## src/hdl/lped_pkg.sv

```systemverilog
`timescale 1ns / 1ps
package lped_pkg;

  // Fixed field widths of the pixel and feature transactions
  localparam int POS_W  = 12;
  localparam int CHAN_W = 8;
  localparam int FEAT_W = 20;

  // Datapath widths
  localparam int TAPS   = 5;
  localparam int SUM_W  = 10;  // r+g+b up to 765
  localparam int LAP_W  = 13;  // signed Laplacian, |L| <= 3060
  localparam int MAG_W  = 12;  // |L|
  localparam int DEN_W  = 13;  // |a|+|b|
  localparam int DIFF_W = 12;  // signed left/right difference, |d| <= 1530
  localparam int SQ_W   = 22;  // d*d
  localparam int THR_W  = 23;
  localparam int FILL_W = 3;

  localparam logic [THR_W-1:0]  THR_RESET = THR_W'(21600);
  localparam logic [FILL_W-1:0] FILL_FULL = FILL_W'(TAPS);

  // Parameter defaults
  localparam int COORD_BITS_DEF = 12;
  localparam int FRAC_BITS_DEF  = 8;
  localparam int QUEUE_DEPTH    = 4;

  // Configuration port
  localparam int APB_ADDR_W = 3;
  localparam int APB_DATA_W = 32;
  localparam logic REG_EDGE_THRESHOLD = 1'b0;

  typedef struct packed {
    logic [CHAN_W-1:0] red;
    logic [CHAN_W-1:0] green;
    logic [CHAN_W-1:0] blue;
    logic [POS_W-1:0]  pos_x;
    logic [POS_W-1:0]  pos_y;
    logic              line_start;
  } pixel_t;

  typedef struct packed {
    logic [FEAT_W-1:0] feat_x;
    logic [FEAT_W-1:0] feat_y;
    logic              exact_hit;
  } feature_t;

  typedef struct packed {
    logic full;
    logic empty;
  } q_status_t;

  typedef enum logic [1:0] {
    BK_IDLE,
    BK_DIV,
    BK_MUL,
    BK_DONE
  } back_state_t;

endpackage

```

## src/hdl/lped_front.sv

```systemverilog
`timescale 1ns / 1ps
module lped_front import lped_pkg::*; #(
  parameter int COORD_BITS = COORD_BITS_DEF
) (
  input  logic                   clk,
  input  logic                   rst,
  input  pixel_t                 pixel,
  input  logic                   accept,
  input  logic                   advance,
  input  logic [THR_W-1:0]       edge_threshold,
  output logic                   job_push,
  output logic [2*MAG_W+4*COORD_BITS:0] job
);

  localparam int PosW = 2 * COORD_BITS;

  // Window
  logic [SUM_W-1:0]  sum_win [TAPS];
  logic [PosW-1:0]   pos_win [TAPS];
  logic [FILL_W-1:0] fill_count;
  logic              w_valid;
  logic              w_lap;
  logic              w_cmp;

  // Classify stage
  logic signed [LAP_W-1:0]  prev_lap;
  logic                     b_valid;
  logic                     b_exact;
  logic signed [LAP_W-1:0]  b_a;
  logic signed [LAP_W-1:0]  b_b;
  logic signed [DIFF_W-1:0] b_dl;
  logic signed [DIFF_W-1:0] b_dr;
  logic [COORD_BITS-1:0]    b_x0, b_y0, b_x1, b_y1;

  // Contrast stage
  logic                  c_valid;
  logic                  c_exact;
  logic [SQ_W-1:0]       c_sql;
  logic [SQ_W-1:0]       c_sqr;
  logic [MAG_W-1:0]      c_ua;
  logic [MAG_W-1:0]      c_ub;
  logic [COORD_BITS-1:0] c_x0, c_y0, c_x1, c_y1;

  logic [FILL_W-1:0]        k;
  logic [SUM_W-1:0]         s_in;
  logic signed [LAP_W-1:0]  s0, s1, s2, s3, s4;
  logic signed [LAP_W-1:0]  lap;
  logic signed [DIFF_W-1:0] dl, dr;
  logic                     is_exact;
  logic                     is_cross;
  logic signed [2*DIFF_W-1:0] pl, pr;
  logic [LAP_W-1:0]         abs_a, abs_b;
  logic [THR_W-1:0]         contrast;

  assign k    = pixel.line_start ? '0 : fill_count;
  assign s_in = SUM_W'(pixel.red) + SUM_W'(pixel.green) + SUM_W'(pixel.blue);

  always_ff @(posedge clk) begin
    if (rst) begin
      fill_count <= '0;
      w_valid    <= 1'b0;
    end else if (advance) begin
      w_valid <= accept;
      if (accept) begin
        fill_count <= (k < FILL_FULL) ? k + 1'b1 : FILL_FULL;
      end
    end
  end

  always_ff @(posedge clk) begin
    if (accept) begin
      for (int i = 0; i < TAPS - 1; i++) begin
        sum_win[i] <= sum_win[i+1];
        pos_win[i] <= pos_win[i+1];
      end
      sum_win[TAPS-1] <= s_in;
      pos_win[TAPS-1] <= {COORD_BITS'(pixel.pos_y), COORD_BITS'(pixel.pos_x)};
      w_lap <= (k >= FILL_W'(TAPS - 1));
      w_cmp <= (k >= FILL_FULL);
    end
  end

  assign s0  = $signed(LAP_W'(sum_win[0]));
  assign s1  = $signed(LAP_W'(sum_win[1]));
  assign s2  = $signed(LAP_W'(sum_win[2]));
  assign s3  = $signed(LAP_W'(sum_win[3]));
  assign s4  = $signed(LAP_W'(sum_win[4]));
  assign lap = (s2 <<< 2) - s0 - s1 - s3 - s4;
  assign dl  = DIFF_W'((s2 <<< 1) - s0 - s1);
  assign dr  = DIFF_W'(s3 + s4 - (s2 <<< 1));

  assign is_exact = (prev_lap != '0) && (lap == '0);
  assign is_cross = ((prev_lap < 0) && (lap > 0)) || ((prev_lap > 0) && (lap < 0));

  always_ff @(posedge clk) begin
    if (rst) begin
      prev_lap <= '0;
      b_valid  <= 1'b0;
    end else if (advance) begin
      b_valid <= w_valid && w_cmp && (is_exact || is_cross);
      if (w_valid && w_lap) begin
        prev_lap <= lap;
      end
    end
  end

  always_ff @(posedge clk) begin
    if (advance) begin
      b_exact <= is_exact;
      b_a     <= prev_lap;
      b_b     <= lap;
      b_dl    <= dl;
      b_dr    <= dr;
      b_x1    <= pos_win[2][COORD_BITS-1:0];
      b_y1    <= pos_win[2][PosW-1:COORD_BITS];
      // an exact hit interpolates from the centre to itself
      b_x0    <= is_exact ? pos_win[2][COORD_BITS-1:0] : pos_win[1][COORD_BITS-1:0];
      b_y0    <= is_exact ? pos_win[2][PosW-1:COORD_BITS] : pos_win[1][PosW-1:COORD_BITS];
    end
  end

  assign pl    = b_dl * b_dl;
  assign pr    = b_dr * b_dr;
  assign abs_a = (b_a < 0) ? LAP_W'(-b_a) : LAP_W'(b_a);
  assign abs_b = (b_b < 0) ? LAP_W'(-b_b) : LAP_W'(b_b);

  always_ff @(posedge clk) begin
    if (rst) begin
      c_valid <= 1'b0;
    end else if (advance) begin
      c_valid <= b_valid;
    end
  end

  always_ff @(posedge clk) begin
    if (advance) begin
      c_exact <= b_exact;
      c_sql   <= pl[SQ_W-1:0];
      c_sqr   <= pr[SQ_W-1:0];
      c_ua    <= abs_a[MAG_W-1:0];
      c_ub    <= abs_b[MAG_W-1:0];
      c_x0    <= b_x0;
      c_y0    <= b_y0;
      c_x1    <= b_x1;
      c_y1    <= b_y1;
    end
  end

  assign contrast = THR_W'(c_sql) + THR_W'(c_sqr);
  assign job_push = advance && c_valid && (contrast >= edge_threshold);
  assign job      = {c_exact, c_ua, c_ub, c_x0, c_y0, c_x1, c_y1};

endmodule

```

## src/hdl/lped_queue.sv

```systemverilog
`timescale 1ns / 1ps
module lped_queue import lped_pkg::*; #(
  parameter int WIDTH = 8,
  parameter int DEPTH = QUEUE_DEPTH
) (
  input  logic             clk,
  input  logic             rst,
  input  logic             push,
  input  logic [WIDTH-1:0] push_data,
  input  logic             pop,
  output logic [WIDTH-1:0] head,
  output q_status_t        status
);

  localparam int PtrW = (DEPTH > 1) ? $clog2(DEPTH) : 1;
  localparam int CntW = $clog2(DEPTH + 1);

  logic [WIDTH-1:0] slots [DEPTH];
  logic [PtrW-1:0]  wr_ptr;
  logic [PtrW-1:0]  rd_ptr;
  logic [CntW-1:0]  count;
  logic             do_push;
  logic             do_pop;

  assign status.full  = (count == CntW'(DEPTH));
  assign status.empty = (count == '0);
  assign do_push      = push && !status.full;
  assign do_pop       = pop && !status.empty;
  assign head         = slots[rd_ptr];

  always_ff @(posedge clk) begin
    if (rst) begin
      wr_ptr <= '0;
      rd_ptr <= '0;
      count  <= '0;
    end else begin
      if (do_push) begin
        wr_ptr <= (wr_ptr == PtrW'(DEPTH - 1)) ? '0 : wr_ptr + 1'b1;
      end
      if (do_pop) begin
        rd_ptr <= (rd_ptr == PtrW'(DEPTH - 1)) ? '0 : rd_ptr + 1'b1;
      end
      if (do_push && !do_pop) begin
        count <= count + 1'b1;
      end else if (do_pop && !do_push) begin
        count <= count - 1'b1;
      end
    end
  end

  always_ff @(posedge clk) begin
    if (do_push) begin
      slots[wr_ptr] <= push_data;
    end
  end

endmodule

```

## src/hdl/lped_back.sv

```systemverilog
`timescale 1ns / 1ps
module lped_back import lped_pkg::*; #(
  parameter int COORD_BITS = COORD_BITS_DEF,
  parameter int FRAC_BITS  = FRAC_BITS_DEF
) (
  input  logic                          clk,
  input  logic                          rst,
  input  q_status_t                     q_status,
  input  logic [2*MAG_W+4*COORD_BITS:0] job,
  output logic                          job_pop,
  output feature_t                      feature,
  output logic                          empty,
  input  logic                          pop
);

  localparam int CntW = $clog2(FRAC_BITS);

  back_state_t state, state_next;

  logic                  j_exact;
  logic [MAG_W-1:0]      j_ua, j_ub;
  logic [COORD_BITS-1:0] j_x0, j_y0, j_x1, j_y1;

  logic [DEN_W-1:0]      rem;
  logic [DEN_W-1:0]      den;
  logic [FRAC_BITS-1:0]  quot;
  logic [CntW-1:0]       cnt;
  logic                  exact;
  logic [COORD_BITS-1:0] x0, y0, x1, y1;
  logic [FEAT_W-1:0]     prod_x, prod_y;
  logic                  out_valid;

  logic                  out_free;
  logic                  div_step;
  logic                  load_out;
  logic [DEN_W:0]        shifted;
  logic                  ge;
  logic signed [COORD_BITS:0] dx, dy;
  logic [FEAT_W-1:0]     tq_w;
  logic [COORD_BITS+FRAC_BITS-1:0] base_x, base_y;

  assign {j_exact, j_ua, j_ub, j_x0, j_y0, j_x1, j_y1} = job;
  assign out_free = !out_valid || pop;

  always_comb begin
    state_next = state;
    case (state)
      BK_IDLE: begin
        if (!q_status.empty) begin
          state_next = j_exact ? BK_MUL : BK_DIV;
        end
      end
      BK_DIV: begin
        if (cnt == CntW'(FRAC_BITS - 1)) begin
          state_next = BK_MUL;
        end
      end
      BK_MUL:  state_next = BK_DONE;
      BK_DONE: begin
        if (out_free) begin
          state_next = BK_IDLE;
        end
      end
      default: state_next = BK_IDLE;
    endcase
  end

  always_comb begin
    job_pop  = 1'b0;
    div_step = 1'b0;
    load_out = 1'b0;
    case (state)
      BK_IDLE: job_pop  = !q_status.empty;
      BK_DIV:  div_step = 1'b1;
      BK_MUL:  ;
      BK_DONE: load_out = out_free;
      default: ;
    endcase
  end

  always_ff @(posedge clk) begin
    if (rst) begin
      state     <= BK_IDLE;
      out_valid <= 1'b0;
    end else begin
      state <= state_next;
      if (load_out) begin
        out_valid <= 1'b1;
      end else if (pop) begin
        out_valid <= 1'b0;
      end
    end
  end

  // Restoring divider: one quotient bit per cycle
  assign shifted = {rem, 1'b0};
  assign ge      = (shifted >= {1'b0, den});

  assign dx     = $signed({1'b0, x1}) - $signed({1'b0, x0});
  assign dy     = $signed({1'b0, y1}) - $signed({1'b0, y0});
  assign tq_w   = FEAT_W'(quot);
  assign base_x = {x0, {FRAC_BITS{1'b0}}};
  assign base_y = {y0, {FRAC_BITS{1'b0}}};

  always_ff @(posedge clk) begin
    if (job_pop) begin
      exact <= j_exact;
      rem   <= DEN_W'(j_ua);
      den   <= DEN_W'(j_ua) + DEN_W'(j_ub);
      quot  <= '0;
      cnt   <= '0;
      x0    <= j_x0;
      y0    <= j_y0;
      x1    <= j_x1;
      y1    <= j_y1;
    end
    if (div_step) begin
      rem  <= ge ? DEN_W'(shifted - {1'b0, den}) : shifted[DEN_W-1:0];
      quot <= {quot[FRAC_BITS-2:0], ge};
      cnt  <= cnt + 1'b1;
    end
    if (state == BK_MUL) begin
      // only the low feature bits matter, so work modulo 2^FEAT_W
      prod_x <= tq_w * FEAT_W'(dx);
      prod_y <= tq_w * FEAT_W'(dy);
    end
    if (load_out) begin
      feature.feat_x    <= FEAT_W'(base_x) + prod_x;
      feature.feat_y    <= FEAT_W'(base_y) + prod_y;
      feature.exact_hit <= exact;
    end
  end

  assign empty = !out_valid;

endmodule

```

## src/hdl/line_profile_edge_detector.sv

```systemverilog
`timescale 1ns / 1ps
// Channel   Direction  Handshake                 Payload
// pixel     in         push / full               pixel_t (rgb, position, line_start)
// feature   out        pop / empty               feature_t (feat_x, feat_y, exact_hit)
// config    in         psel/penable/pwrite/pready edge_threshold at byte address 0
//
// The front takes one pixel per cycle while the job queue has room; a pixel that
// yields no feature costs nothing further. The back takes an exact hit from idle
// to multiply and done; a crossing first runs the one-bit-per-cycle restoring divider.
// A pixel passes the window, classify and contrast registers, then queue and back.
// Synchronous reset clears control state, loads THR_RESET; window contents are not
// cleared. A full queue holds the whole front, and a result not taken holds the back.
module line_profile_edge_detector import lped_pkg::*; #(
  parameter int COORD_BITS = COORD_BITS_DEF,
  parameter int FRAC_BITS  = FRAC_BITS_DEF
) (
  input  logic                  clk,
  input  logic                  rst,
  // pixel transactions
  input  logic                  push,
  output logic                  full,
  input  pixel_t                pixel,
  // feature transactions
  input  logic                  pop,
  output logic                  empty,
  output feature_t              feature,
  // configuration
  input  logic                  psel,
  input  logic                  penable,
  input  logic                  pwrite,
  input  logic [APB_ADDR_W-1:0] paddr,
  input  logic [APB_DATA_W-1:0] pwdata,
  output logic [APB_DATA_W-1:0] prdata,
  output logic                  pready
);

  localparam int JobW = 2 * MAG_W + 4 * COORD_BITS + 1;

  logic [THR_W-1:0] edge_threshold;
  logic             reg_index;
  logic             advance;
  logic             accept;
  logic             job_push;
  logic             job_pop;
  logic [JobW-1:0]  job_in;
  logic [JobW-1:0]  job_head;
  q_status_t        q_status;

  // Configuration: one register, always ready
  assign pready    = 1'b1;
  assign reg_index = paddr[2];
  assign prdata    = (reg_index == REG_EDGE_THRESHOLD) ?
                     APB_DATA_W'(edge_threshold) : '0;

  always_ff @(posedge clk) begin
    if (rst) begin
      edge_threshold <= THR_RESET;
    end else if (psel && penable && pwrite && pready &&
                 (reg_index == REG_EDGE_THRESHOLD)) begin
      edge_threshold <= pwdata[THR_W-1:0];
    end
  end

  // Advance the whole front together; hold it while the queue is full
  assign advance = !q_status.full;
  assign full    = !advance;
  assign accept  = push && advance;

  lped_front #(
    .COORD_BITS(COORD_BITS)
  ) u_front (
    .clk           (clk),
    .rst           (rst),
    .pixel         (pixel),
    .accept        (accept),
    .advance       (advance),
    .edge_threshold(edge_threshold),
    .job_push      (job_push),
    .job           (job_in)
  );

  lped_queue #(
    .WIDTH(JobW),
    .DEPTH(QUEUE_DEPTH)
  ) u_queue (
    .clk      (clk),
    .rst      (rst),
    .push     (job_push),
    .push_data(job_in),
    .pop      (job_pop),
    .head     (job_head),
    .status   (q_status)
  );

  lped_back #(
    .COORD_BITS(COORD_BITS),
    .FRAC_BITS (FRAC_BITS)
  ) u_back (
    .clk     (clk),
    .rst     (rst),
    .q_status(q_status),
    .job     (job_head),
    .job_pop (job_pop),
    .feature (feature),
    .empty   (empty),
    .pop     (pop)
  );

  // The job queue can never report full and empty at once
  assert property (@(posedge clk) disable iff (rst) !(q_status.full && q_status.empty))
    else $error("job queue full and empty together");

  // No feature is offered right after reset
  assert property (@(posedge clk) rst |=> empty)
    else $error("feature offered after reset");

  // An exact hit lies on a sample, so its fraction bits are zero
  assert property (@(posedge clk) disable iff (rst)
                   (!empty && feature.exact_hit) |->
                   (feature.feat_x[FRAC_BITS-1:0] == '0) &&
                   (feature.feat_y[FRAC_BITS-1:0] == '0))
    else $error("exact hit with nonzero fraction");

  // A job is only pushed into a queue with room
  assert property (@(posedge clk) disable iff (rst) job_push |-> !q_status.full)
    else $error("job pushed into full queue");

endmodule

```

## config.mk

```make
export PLATFORM = sky130hd
export DESIGN_NAME = line_profile_edge_detector
export DESIGN_NICKNAME = d
export VERILOG_FILES = /design/src/hdl/lped_pkg.sv /design/src/hdl/lped_front.sv /design/src/hdl/lped_queue.sv /design/src/hdl/lped_back.sv /design/src/hdl/line_profile_edge_detector.sv
export SDC_FILE = /design/constraint.sdc
export NUM_CORES = 2
export LEC_CHECK = 0
export CAP_MARGIN = 10
export CORE_MARGIN = 2
export CORE_UTILIZATION = 59
export DETAILED_ROUTE_END_ITERATION = 10
export DONT_BUFFER_PORTS = 1
export PLACE_DENSITY_LB_ADDON = 0.1
export REMOVE_ABC_BUFFERS = 1
export SYNTH_ARGS = -nofsm -noshare
export SYNTH_HDL_FRONTEND = slang
export SYNTH_SLANG_ARGS = --single-unit
```

## constraint.sdc

```tcl
create_clock -name clk -period 9.33 [get_ports clk]
set_input_delay 0.933 -clock clk [delete_from_list [all_inputs] [get_ports clk]]
set_output_delay 0.933 -clock clk [all_outputs]
set_load 0.1 [all_outputs]
```

# == Yosys cells after proc, flatten, opt, wreduce, memory -nomap -nowiden ==
# Memory sizes are Yosys's and may differ from the RTL's. A register that Yosys moved wholly into a read port is not among the register bits.
# Cells that the tools add are included.
# word_totals
register_bits,437
ram_bits,462
memories,3
# mem_list
memory,words,word_bits,read_ports,rd_clocked_by_memory_dff,write_ports,line_no,text
u_queue.slots,4,73,1,1,1,lped_queue.sv:18,logic [WIDTH-1:0] slots [DEPTH];
u_front.pos_win,5,24,4,0,5,lped_front.sv:19,logic [PosW-1:0] pos_win [TAPS];
u_front.sum_win,5,10,5,0,5,lped_front.sv:18,logic [SUM_W-1:0] sum_win [TAPS];
# op_classes
n_addsub,25
mux,34
bitwise_logic,2
eq_ne,10
multipliers,4
magnitude_cmp,11
reduce_logical,34
# ops
operator,n
$lt 13x1->1 const B,4
$mux 12,4
$mul 12x12->22,2
$add 20x20->20,2
$mul 9x13->20,2
$mux 13,3
$sub 13x11->13,3
$gt 13x1->1 const B,2
$sub 12x12->13,2
$neg 12->12,2
$add 22x22->23,1
$ge 23x23->1,1
$mux 23,1
$mux 3,6
$logic_and 1x1->1,16
$mux 2,8
$mux 8,2
$ge 14x13->1,1
$add 12x12->13,1
$logic_not 13->1,1
$reduce_bool 13->1,1
$sub 12x10->13,1
$sub 13x13->13,1
$sub 11x10->12,1
other kinds (25),52

# == Logic depth before layout (Yosys ltp) ==
# An unclocked memory read counts as a cell.
# depth
word_depth,10
depth_mapped,26
ltp_nobuf,26

# == By module ==
# A second synthesis with hierarchy kept.
# unflattened
cells_unflattened,4314
area_unflattened_um2,54940.2
# by_module_without_submodules
mod,n_inst,cells_per_inst,area_per_inst_um2,seq_area_each_um2
lped_front,1,2113,26158.8,11250.8
lped_back,1,1630,16462.0,5074.9
lped_queue,1,431,11033.1,8948.6
line_profile_edge_detector,1,140,1286.2,460.4

# == Worst setup path before layout ==
# Ideal clock, no wire load.
# synth_timing
path_kind,reg2reg
from,register u_queue.count[0]
to,register u_front.fill_count[0]
required_ns,9.049
path_buffers,0
slack_ns,-0.303
stages_incl_launch_ff,6
arrival_ns,9.351
period_less_slack_ns,9.633
path_cell_list,dfxtp_1 -> nor2_1 -> nand2_1 -> nand2_1 -> inv_1 -> a311oi_1
# synth_via
elab_chain_cells,4
elab_cells_between_ends,5
# synth_lines
element,line_no,text
from (decl),lped_queue.sv:21,logic [CntW-1:0] count;
from (signal assigned),lped_queue.sv:44,count <= count + 1'b1;
from (signal assigned),lped_queue.sv:46,count <= count - 1'b1;
$eq 3x3->1,lped_queue.sv:25,assign status.full = (count == CntW'(DEPTH));
$logic_not 1->1,line_profile_edge_detector.sv:65,assign advance = !q_status.full;
$logic_and 1x1->1,line_profile_edge_detector.sv:67,assign accept = push && advance;
via accept,line_profile_edge_detector.sv:42,logic accept;
$reduce_and 2->1 (no line),--,
to (signal assigned),lped_front.sv:65,fill_count <= (k < FILL_FULL) ? k + 1'b1 : FILL_FULL;
to (decl),lped_front.sv:20,logic [FILL_W-1:0] fill_count;
# The timed path passes the listed nets, and every way through them passes these cells.
# A chain may end at the register's enable or synchronous reset.

# == Worst setup path after layout ==
# layout_timing
from,register u_back.y0[1]
to,register u_back.prod_y[19] (data pin)
# layout_via
elab_chain_cells,2
# layout_lines
element,line_no,text
from (decl),lped_back.sv:29,"logic [COORD_BITS-1:0] x0, y0, x1, y1;"
from (signal assigned),lped_back.sv:113,y0 <= j_y0;
$sub 12x12->13,lped_back.sv:100,"assign dy = $signed({1'b0, y1}) - $signed({1'b0, y0});"
$mul 9x13->20,lped_back.sv:125,prod_y <= tq_w * FEAT_W'(dy);
to (signal assigned),lped_back.sv:125,
to (decl),lped_back.sv:30,"logic [FEAT_W-1:0] prod_x, prod_y;"
# No other way between the ends.

==> results.md <==
- Sequential share of the synthesized area: 47.28%
- Number of cell rows: 111
- Vias in the first global route: 31699
- Overflow after GRT: 0
- Final Hold Viols: 0
- Synth unique cells: 76
- CTS Sinks: 875
- Clock-pin slew on the worst setup and hold paths: 0.06 ns
- Worst Path Max Fanout: 8
- Min-Delay Startpoint: rst
- Die ar.: 94700 sq um
- Unrepaired setup endpoints after global routing: no
- Setup CP Type: flip-flop to flip-flop
- Synth-to-Final Area Change: 7.735%
- Final Util: 64.07%
- Period utilisation layout: 78.55%
- Max-slew violations: 0
- Layout Skew: 0.03132 ns
- Largest net degree at the start of global routing: 150
- CTS max path bufs: 3
- Peak Freq: 0.1365 GHz
- Status: complete, no violations
- Initial antenna violation count: 14
- Die width: 307.7 um
- Clock Latency Late Sink: 0.67 ns
- Seq cells post-synth: 875
- Total of max-cap violations: 0
- I/O Pins: 167
- GPL Wtd Cong: 0.8366
- WP data arrival: 7.73 ns
- Inst Count DP: 5395
- Global Route Usage Sum: 22.34%
- Htree depth: 3
- Syn_area_per_cell: 12.70 sq um
- Post-Synthesis Cell Area: 54430 sq um
- Final net count: 5208
- Slew @ Worst Pin: 1.120 ns
- Worst EP required: 9.73 ns
- Highest-count cells in the layout ignoring fill and taps: edfxtp_1 (821), inv_1 (718), fa_1 (434)
- Final HPWL DP: 73290 um
- Post_cts resized: 0
- Drt wl/cell: 18.15 um
- Hold Path Class: primary input to flip-flop
- Final min period: 7.328 ns
- Post-Layout Inst Area: 58640 sq um
- Via count: 30473
- Ys flop type: edfxtp_1
- Crit path launch: u_back.y0[1]
- Asr flop ratio synth: 0%
- Footprint of the multi-input gates: 25620 sq um
- Vias per std cell: 5.479
- Cells after Synth: 4285
- Register area: 25740 sq um
- Filler cells: 6897
- Number of flops mapped to enable cells by yosys: 821
- Worst setup EP type: flip-flop
- Commonest non-fill, non-tap cell in the layout: edfxtp_1
- Layout cells sized above 1: 7.393%
- Nature of the critical path startpoint: flip-flop
- # hold bufs at CTS: 0
- Final setup viols: 0
- Final ANT Viol Nets: 0
- R2r startpoint: u_back.y0[1]
- Initial Util: 59.47%
- Slew Limit Headroom: 25.25%
- DR iter-0 viols: 1769
- Setup Fix Bufs, Post-CTS: 0
- Area of the core: 91520 sq um
- Pre-antenna DRT Iters: 5
- First-pass GRT wire length: 166100 um
- Port Buffers: 0
- Synth warn: 0
- Die height: 307.7 um
- Num CTS Buffers: 89
- DRC violations left: 0
- TritonCTS clock tree: done
- Finished Layout Cells: 5562
- Final WL: 100900 um
- Root Buffer: clkbuf_16
- Placed Area: 55750 sq um
## cells by family (layout without fill, tap and decap cells)
family                   count (synthesis)  count (layout)  share of synthesized area (%)
adder cells (fa/ha/maj)                817             817                          24.77
multiplexers                           136             136                          4.400
flip-flops                             875             875                          47.28
XOR/XNOR                               216             216                          3.476
buffers and inverters                  830             906                          5.869
other                                    2              17                        0.01380
AO/OA/AOI/OAI                          469             469                          5.600
AND/OR/NAND/NOR                        940             940                          8.593
## critical path, cell delays in order, from the launching register on
cell and delay (ns):
edfxtp_1 0.47, inv_1 0.18, ha_1 0.24, nor2b_1 0.13
o21ai_0 0.18, a21boi_0 0.14, o21ai_0 0.24, a21oi_1 0.15
a211o_1 0.29, o41ai_2 0.83, mux2_2 0.44, fa_1 0.53
inv_1 0.05, fa_1 0.49, fa_1 0.55, inv_1 0.05
fa_1 0.47, inv_1 0.04, ha_1 0.33, a21oi_1 0.15
o22ai_1 0.11, o21a_1 0.23, o41ai_1 0.45, o211ai_1 0.19
xnor2_1 0.15
## synth_stat cells (39+ instances only)
master    count  area share [%]
edfxtp_1    821              45
inv_1       720             5.0
fa_1        434              16
ha_1        383             8.8
nand2_1     293             2.0
and2_1      180             2.1
xnor2_1     175             2.8
a21oi_1     161             1.5
nor2_1      160             1.1
clkbuf_1     83            0.57
nor2b_1      78            0.90
o21ai_0      74            0.68
mux4_2       73             3.0
dfxtp_1      54             2.0
nand2b_1     54            0.62
nor3_1       51            0.47
a21o_1       41            0.57
xor2_1       41            0.66
nand3_1      39            0.36
## flip-flops by register name (all words and copies together), names as in the netlist, 13 cells and up, named ones only
signal	count
u_queue.slots	292
u_front.pos_win	96
u_front.sum_win	50
u_back.feature	41
edge_threshold	23
u_front.c_sql	21
u_front.c_sqr	21
u_back.prod_x	20
u_back.prod_y	20
u_back.den	13
u_back.rem	13
u_front.b_a	13
u_front.b_b	13
u_front.prev_lap	13
## metal layers
metal / part of all wire [%] / vias up / wire, um / global-route usage (%)
li1: - / 14552 / - / -
met1: 44 / 15215 / 44240 / 30.17
met2: 48 / 545 / 48550 / 36.94
met3: 5.3 / 153 / 5302 / 3.764
met4: 2.8 / 8 / 2806 / 7.635
met5: 0.054 / - / 55 / 0
## metrics by stage
| stage | setup TNS (ns) | hold slack (ns) | setup slack [ns] |
|---|---|---|---|
| detailed placement | 0 | 0.4045 | 1.983 |
| finish | 0 | 0.3348 | 2.002 |
| CTS | 0 | 0.2852 | 1.949 |
| floorplan | -31.27 | 0.4003 | -0.3025 |
| global placement | 0 | 0.4004 | 1.955 |
| global route | 0 | 0.3029 | 1.529 |
## worst paths after layout
check,end,slack (ns),depth (start not counted)
hold reg to reg,u_front.pos_win[0][92],0.41,0
hold / removal,u_queue.count[1],0.33,1
setup reg to reg,u_back.prod_y[19],2.00,24
setup / recovery,u_back.prod_y[19],2.00,24
## final cells by class
| type | instances | area share [%] |
|---|---|---|
| inverters | 721 | 4.624 |
| well taps | 1186 | 2.531 |
| flip-flops and latches | 875 | 43.90 |
| clock buffers | 110 | 4.093 |
| multi-input cells | 2588 | 43.68 |
| clock inverters | 50 | 0.7980 |
| diodes | 7 | 0.02987 |
| repair buffers | 25 | 0.3414 |
Power is not shown: default switching activity piles up to over one toggle a cycle in this logic, so the estimate is an artifact.
